==> config.mk <==
export PLATFORM = sky130hd
export DESIGN_NAME = txcw_ctrl
export DESIGN_NICKNAME = d
export VERILOG_FILES = /design/src/hdl/txcw_pkg.sv /design/src/hdl/txcw_ctrl.sv
export VERILOG_INCLUDE_DIRS = /design/src /design/src/hdl
export SDC_FILE = /design/constraint.sdc
export NUM_CORES = 1
export LEC_CHECK = 0
export ABC_AREA = 1
export BUFFER_PORTS_ARGS = -buffer_cell sky130_fd_sc_hd__buf_2
export CAP_MARGIN = 5
export CORE_MARGIN = 2
export CORE_UTILIZATION = 38
export DETAILED_ROUTE_END_ITERATION = 12
export PLACE_DENSITY = 0.78
export SYNTH_ARGS = -nofsm -noshare
export SYNTH_HDL_FRONTEND = slang
export SYNTH_SLANG_ARGS = --single-unit
==> constraint.sdc <==
create_clock -name clk -period 1.1 [get_ports clk]
set_clock_uncertainty 0.15 [all_clocks]
set_input_delay 0.11 -clock clk [delete_from_list [all_inputs] [get_ports clk]]
set_output_delay 0.11 -clock clk [all_outputs]
set_load 0.005 [all_outputs]
==> src/hdl/text_console_writer_assert.svh <==
// ----------------------------------------------------------------------------
// text console writer assertion macros
// concurrent checks that compile away when SYNTHESIS is defined
// ----------------------------------------------------------------------------
`ifndef TEXT_CONSOLE_WRITER_ASSERT_SVH
`define TEXT_CONSOLE_WRITER_ASSERT_SVH

`ifndef SYNTHESIS

// same-cycle implication
`define TXCW_ASSERT_IMP(lbl, clk, rst_n, ante, cons) \
  lbl: assert property (@(posedge clk) disable iff (!rst_n) (ante) |-> (cons)) \
    else $error("console writer check failed");

// next-cycle implication
`define TXCW_ASSERT_NXT(lbl, clk, rst_n, ante, cons) \
  lbl: assert property (@(posedge clk) disable iff (!rst_n) (ante) |=> (cons)) \
    else $error("console writer sequence check failed");

`else

`define TXCW_ASSERT_IMP(lbl, clk, rst_n, ante, cons)
`define TXCW_ASSERT_NXT(lbl, clk, rst_n, ante, cons)

`endif

`endif

==> src/hdl/txcw_pkg.sv <==
// ----------------------------------------------------------------------------
// txcw_pkg
// shared types, constants and controller/datapath command types
// ----------------------------------------------------------------------------
package txcw_pkg;

  // screen geometry
  localparam int COLUMNS = 80;
  localparam int ROWS    = 25;
  localparam int CELLS   = COLUMNS * ROWS;

  // field widths
  localparam int COL_W   = 7;
  localparam int ROW_W   = 5;
  localparam int CHAR_W  = 8;
  localparam int COLOR_W = 8;
  localparam int CELL_W  = CHAR_W + COLOR_W;
  localparam int ADDR_W  = $clog2(CELLS);
  localparam int IDX_W   = $clog2(CELLS + 1);

  typedef logic [COL_W-1:0]   col_t;
  typedef logic [ROW_W-1:0]   row_t;
  typedef logic [CHAR_W-1:0]  char_t;
  typedef logic [COLOR_W-1:0] color_t;
  typedef logic [CELL_W-1:0]  cell_t;
  typedef logic [ADDR_W-1:0]  addr_t;
  typedef logic [IDX_W-1:0]   idx_t;

  // character and attribute codes
  localparam char_t  NEWLINE_CHAR = 8'h0A;
  localparam char_t  BLANK_CHAR   = 8'h20;
  localparam color_t RESET_COLOR  = 8'h0F;

  // operation codes
  typedef enum logic [1:0] {
    FUNC_WRITE = 2'd0,
    FUNC_CLEAR = 2'd1,
    FUNC_READ  = 2'd2
  } func_t;

  // controller states
  typedef enum logic [2:0] {
    S_INIT,
    S_IDLE,
    S_COPY,
    S_FILL,
    S_PUT,
    S_DONE
  } state_t;

  // cursor update
  typedef enum logic [2:0] {
    CUR_HOLD,
    CUR_ADVANCE,
    CUR_NEXT_LINE,
    CUR_NEXT_PUT,
    CUR_COL_ZERO
  } cur_op_t;

  // store write address select
  typedef enum logic [1:0] {
    WA_CURSOR,
    WA_NEXT_ROW,
    WA_COPY,
    WA_SWEEP
  } wa_sel_t;

  // store write data select
  typedef enum logic [2:0] {
    WD_INPUT,
    WD_SAVED,
    WD_COPY,
    WD_BLANK,
    WD_INIT
  } wd_sel_t;

  // store read address select
  typedef enum logic {
    RA_INPUT,
    RA_SWEEP
  } ra_sel_t;

  // sweep index update
  typedef enum logic [2:0] {
    IDX_HOLD,
    IDX_INC,
    IDX_ZERO,
    IDX_COPY_START,
    IDX_LAST_ROW
  } idx_op_t;

  typedef struct packed {
    logic    accept;
    cur_op_t cur_op;
    logic    wr_en;
    wa_sel_t wa_sel;
    wd_sel_t wd_sel;
    logic    rd_en;
    ra_sel_t ra_sel;
    idx_op_t idx_op;
    logic    scroll_set;
    logic    load_out;
  } ctrl_cmd_t;

  typedef struct packed {
    logic is_newline;
    logic col_at_end;
    logic row_last;
    logic read_in_range;
    logic idx_at_copy_start;
    logic idx_at_end;
    logic idx_at_last;
  } dp_status_t;

endpackage

==> src/hdl/txcw_ctrl.sv <==
// ----------------------------------------------------------------------------
// txcw_ctrl
// controller state machine: decodes operations, runs clear and scroll sweeps
// ----------------------------------------------------------------------------
`include "text_console_writer_assert.svh"

module txcw_ctrl (
  input  logic                  clk,
  input  logic                  rst_n,
  input  logic                  in_valid,
  output logic                  in_ready,
  input  logic [1:0]            in_func,
  output logic                  out_valid,
  input  logic                  out_ready,
  input  txcw_pkg::dp_status_t  status,
  output txcw_pkg::ctrl_cmd_t   cmd
);

  txcw_pkg::state_t state_r, state_nxt;
  logic             put_pend_r, put_pend_nxt;
  logic             out_valid_r, out_valid_nxt;
  txcw_pkg::func_t  func;
  logic             out_free;
  logic             scroll_start;
  logic             imm;
  logic             in_scroll_seq;
  logic             copy_last;

  assign func     = txcw_pkg::func_t'(in_func);
  assign out_free = !out_valid_r || out_ready;
  assign in_ready = (state_r == txcw_pkg::S_IDLE);
  assign out_valid = out_valid_r;

  // scroll sequence phases
  assign in_scroll_seq = (state_r == txcw_pkg::S_COPY) || (state_r == txcw_pkg::S_FILL) ||
                         (state_r == txcw_pkg::S_PUT);
  assign copy_last     = (state_r == txcw_pkg::S_COPY) && status.idx_at_end;

  // operation decode
  always_comb begin
    scroll_start = (func == txcw_pkg::FUNC_WRITE) && status.row_last &&
                   (status.is_newline || status.col_at_end);
    imm = !(scroll_start || func == txcw_pkg::FUNC_CLEAR ||
            func == txcw_pkg::FUNC_READ);
  end

  // next state
  always_comb begin
    state_nxt    = state_r;
    put_pend_nxt = put_pend_r;
    unique case (state_r)
      txcw_pkg::S_INIT: begin
        if (status.idx_at_last) begin
          state_nxt = txcw_pkg::S_IDLE;
        end
      end
      txcw_pkg::S_IDLE: begin
        if (in_valid) begin
          priority if (scroll_start) begin
            state_nxt    = txcw_pkg::S_COPY;
            put_pend_nxt = !status.is_newline;
          end else if (func == txcw_pkg::FUNC_CLEAR) begin
            state_nxt = txcw_pkg::S_FILL;
          end else if (func == txcw_pkg::FUNC_READ) begin
            state_nxt = txcw_pkg::S_DONE;
          end else if (!out_free) begin
            state_nxt = txcw_pkg::S_DONE;
          end else begin
            state_nxt = txcw_pkg::S_IDLE;
          end
        end
      end
      txcw_pkg::S_COPY: begin
        if (status.idx_at_end) begin
          state_nxt = txcw_pkg::S_FILL;
        end
      end
      txcw_pkg::S_FILL: begin
        if (status.idx_at_last) begin
          state_nxt = put_pend_r ? txcw_pkg::S_PUT : txcw_pkg::S_DONE;
        end
      end
      txcw_pkg::S_PUT: begin
        state_nxt    = txcw_pkg::S_DONE;
        put_pend_nxt = 1'b0;
      end
      txcw_pkg::S_DONE: begin
        if (out_free) begin
          state_nxt = txcw_pkg::S_IDLE;
        end
      end
      default: begin
        state_nxt = txcw_pkg::S_IDLE;
      end
    endcase
  end

  // datapath commands
  always_comb begin
    cmd            = '0;
    cmd.cur_op     = txcw_pkg::CUR_HOLD;
    cmd.wa_sel     = txcw_pkg::WA_CURSOR;
    cmd.wd_sel     = txcw_pkg::WD_INPUT;
    cmd.ra_sel     = txcw_pkg::RA_INPUT;
    cmd.idx_op     = txcw_pkg::IDX_HOLD;
    unique case (state_r)
      txcw_pkg::S_INIT: begin
        cmd.wr_en  = 1'b1;
        cmd.wa_sel = txcw_pkg::WA_SWEEP;
        cmd.wd_sel = txcw_pkg::WD_INIT;
        cmd.idx_op = txcw_pkg::IDX_INC;
      end
      txcw_pkg::S_IDLE: begin
        if (in_valid) begin
          cmd.accept   = 1'b1;
          cmd.load_out = imm && out_free;
          unique case (func)
            txcw_pkg::FUNC_WRITE: begin
              priority if (scroll_start) begin
                cmd.cur_op     = txcw_pkg::CUR_COL_ZERO;
                cmd.scroll_set = 1'b1;
                cmd.idx_op     = txcw_pkg::IDX_COPY_START;
              end else if (status.is_newline) begin
                cmd.cur_op = txcw_pkg::CUR_NEXT_LINE;
              end else if (status.col_at_end) begin
                cmd.cur_op = txcw_pkg::CUR_NEXT_PUT;
                cmd.wr_en  = 1'b1;
                cmd.wa_sel = txcw_pkg::WA_NEXT_ROW;
              end else begin
                cmd.cur_op = txcw_pkg::CUR_ADVANCE;
                cmd.wr_en  = 1'b1;
              end
            end
            txcw_pkg::FUNC_CLEAR: begin
              cmd.idx_op = txcw_pkg::IDX_ZERO;
            end
            txcw_pkg::FUNC_READ: begin
              cmd.rd_en = status.read_in_range;
            end
            default: begin
              cmd.cur_op = txcw_pkg::CUR_HOLD;
            end
          endcase
        end
      end
      txcw_pkg::S_COPY: begin
        cmd.rd_en  = !status.idx_at_end;
        cmd.ra_sel = txcw_pkg::RA_SWEEP;
        cmd.wr_en  = !status.idx_at_copy_start;
        cmd.wa_sel = txcw_pkg::WA_COPY;
        cmd.wd_sel = txcw_pkg::WD_COPY;
        cmd.idx_op = status.idx_at_end ? txcw_pkg::IDX_LAST_ROW : txcw_pkg::IDX_INC;
      end
      txcw_pkg::S_FILL: begin
        cmd.wr_en  = 1'b1;
        cmd.wa_sel = txcw_pkg::WA_SWEEP;
        cmd.wd_sel = txcw_pkg::WD_BLANK;
        cmd.idx_op = txcw_pkg::IDX_INC;
      end
      txcw_pkg::S_PUT: begin
        cmd.wr_en  = 1'b1;
        cmd.wa_sel = txcw_pkg::WA_CURSOR;
        cmd.wd_sel = txcw_pkg::WD_SAVED;
        cmd.cur_op = txcw_pkg::CUR_ADVANCE;
      end
      txcw_pkg::S_DONE: begin
        cmd.load_out = out_free;
      end
      default: begin
        cmd.load_out = 1'b0;
      end
    endcase
  end

  // result register occupancy
  always_comb begin
    out_valid_nxt = out_valid_r;
    if (cmd.load_out) begin
      out_valid_nxt = 1'b1;
    end else if (out_ready) begin
      out_valid_nxt = 1'b0;
    end
  end

  // state registers
  always_ff @(posedge clk) begin
    if (!rst_n) begin
      state_r     <= txcw_pkg::S_INIT;
      put_pend_r  <= 1'b0;
      out_valid_r <= 1'b0;
    end else begin
      state_r     <= state_nxt;
      put_pend_r  <= put_pend_nxt;
      out_valid_r <= out_valid_nxt;
    end
  end

  // a result is only loaded into a free output register
  `TXCW_ASSERT_IMP(a_load_when_free, clk, rst_n, cmd.load_out, !out_valid_r || out_ready)
  // a pending wrapped character only lives through the scroll sequence
  `TXCW_ASSERT_IMP(a_put_pend_scope, clk, rst_n, put_pend_r, in_scroll_seq)
  // the row copy is always followed by the bottom row fill
  `TXCW_ASSERT_NXT(a_copy_then_fill, clk, rst_n, copy_last, state_r == txcw_pkg::S_FILL)

endmodule

==> metrics <==
status=finished, violations left; failing checks=setup timing; met2 WL=1470 um; TritonCTS clock tree=built; first-pass GRT wire length=3670 um; chip height=43.0 um; DR WL met3=138 um; routability cong.=0.854; layout cell share with drive strength beyond 1=0.649; final WL=2800 um; Worst-Margin Slew=0.398 ns; WHS=0.0893 ns; top sig layer=met4; Setup crit end kind=output pin; total grt overflow=0; Hold Violations, Final=0; Post-synth EDFFs=0; Metal-1 WL=1170 um; Pre-Repair DR Iteration Count=4; Root Driver=clkbuf_4; TritonCTS Buffers=3; share of synthesized area spent on multiplexers=0; fin crit period=1.60 ns; Pins Over Slew Limit=0; Port-buffer cells=31; H-tree levels=1; Vias per Instance=5.18; vias in the first global route=796; CTS sink cnt=5; initial antenna violation count=0; drt wl/cell=14.8 um; row count=14; Critical Path AT=1.34 ns; Peak VDD IR=1.73 mV; Fmax=626 MHz; deepest clock path buffer count=2; flop-to-flop setup slack=-0.43 ns; Yosys warning total=0; Max Cap Viol=0; routed vias=985; Async S/R FF share, synth=0; Die Span X=43.0 um; sequential cell area fraction in the yosys report=0.173; post-synthesis cell type count=19; setup ws final=-0.498 ns; n_diodes=0; xor/xnor share of the synthesized area=0; simple-gate share of the synthesized area=0.590; Placed Area=902 sq um; # IOs=32; Final ANT Viol Nets=0; Inst Count DP=166; Layout area overhead=119%; list of most frequent post-synthesis cells=22 x nand2_1, 20 x nor2_1, 15 x inv_1, 9 x nand3_1; required time of the critical path=0.84 ns; synthesized flop and latch total=5; GR Util All Layers=0.266; Detailed Place HPWL=1510 um; setup violators final=23; Synth Area in Compound Gates=0.0842; initial cell density of the core=0.394; total power=3520 uW; count leader, synth=nand2_1; most common flop cell mapped by yosys=dfxtp_1; leak pwr=0.000688 uW; Post-Synthesis Cells=102; PwrDens=2770 nW/um^2; fin cells=190; WS Path Type=reg -> out; Synth Cell Area=579 sq um; clock latency on the worst-skew pair=0.26 ns; share of the synthesized area in the top cell type=0.173; Slew headroom=0.734; Worst Setup Start Kind=flip-flop; largest family of logic cells by synthesized area=simple AND/OR/NAND/NOR gates; die area=1850 sq um; cell taking the most area after synthesis=dfxtp_1; drt initial violations=15; RSZ-0062 raised after global routing=yes; CP Max Fanout=4; design area=1270 sq um; # nets final=188; register clock-pin slew on the reported worst setup and hold paths=0.04 ns; largest net degree at the start of global routing=6; ranking of synthesized cells by area=dfxtp_1 17%, nand2_1 14%, nor2_1 13%; final core occ=0.863; syn_nets=115; area share of fa/ha/maj cells after synthesis=0; DRC errors left=0; final worst path period share=1.45; core footprint=1470 sq um; syn_area_per_cell=5.68 sq um; Min-Delay Path Class=in -> reg
timing repair:
action	in CTS	in global routing
buffers inserted	11	11
resized for setup	34	19
endpoints found under the hold margin	5	0
hold buffers	1	0
endpoints found under the setup margin	23	23
pin swaps	15	15
layout by cell type (no fill, tap or decap), drive strengths merged:
cell	n
nand3	14
dlygate4sd3	1
buf	69
o21ai	6
nor2	26
o2111ai	1
dfxtp	5
nand4	2
clkbuf	4
inv	19
a21oi	2
nand2	24
nor4	1
final timing paths:
path	from	end	cells after the start
max	state_r[1]	cmd[0]	8
max reg2reg	state_r[1]	state_r[2]	10
min	status[0]	state_r[0]	5
min reg2reg	put_pend_r	put_pend_r	2
power by group:
part / internal [uW] / leakage [uW] / switching [uW]
clock: 138 / 0.0000150 / 95.6
sequential: 274 / 0.0000429 / 91.6
combinational: 1490 / 0.000630 / 1430
area by class of cell:
type / instances / area, sq um
Tap cell: 16 / 20.0
Clock buffer: 4 / 26.3
Multi-Input combinational cell: 76 / 531
Timing Repair Buffer: 70 / 500
Fill cell: 87 / 201
Sequential cell: 5 / 111
Inverter: 19 / 81.3
registers in the layout, indices dropped and copies added (netlist names):
register and flops:
out_valid 1, put_pend_r 1, state_r 3
cell families after synthesis:
family | Yosys count
and+or+nand+nor | 67
buffers and inverters | 21
AOI/OAI and AO/OA | 9
DFF | 5
worst max-delay path: stages (launching register included):
cell	delay, ns
dfxtp_4	0.35
inv_4	0.07
nand3_4	0.11
nor2_4	0.16
inv_2	0.07
nor2_2	0.07
nand2_1	0.07
nand2_1	0.06
buf_2	0.10
layer usage:
metal,vias up,GRT usage
met5,-,0
met2,44,0.461
met4,0,0.0545
met3,8,0.0638
li1,468,-
met1,465,0.334
metrics by stage:
step           setup TNS [ns]  setup slack [ns]
3_3_place_gp            -2.50            -0.230
4_1_cts                 -7.68            -0.462
2_1_floorplan           -1.12            -0.161
5_1_grt                -10.28            -0.559
6_report                -9.12            -0.498
3_5_place_dp            -2.99            -0.260
(Power assumes the default switching activity.)
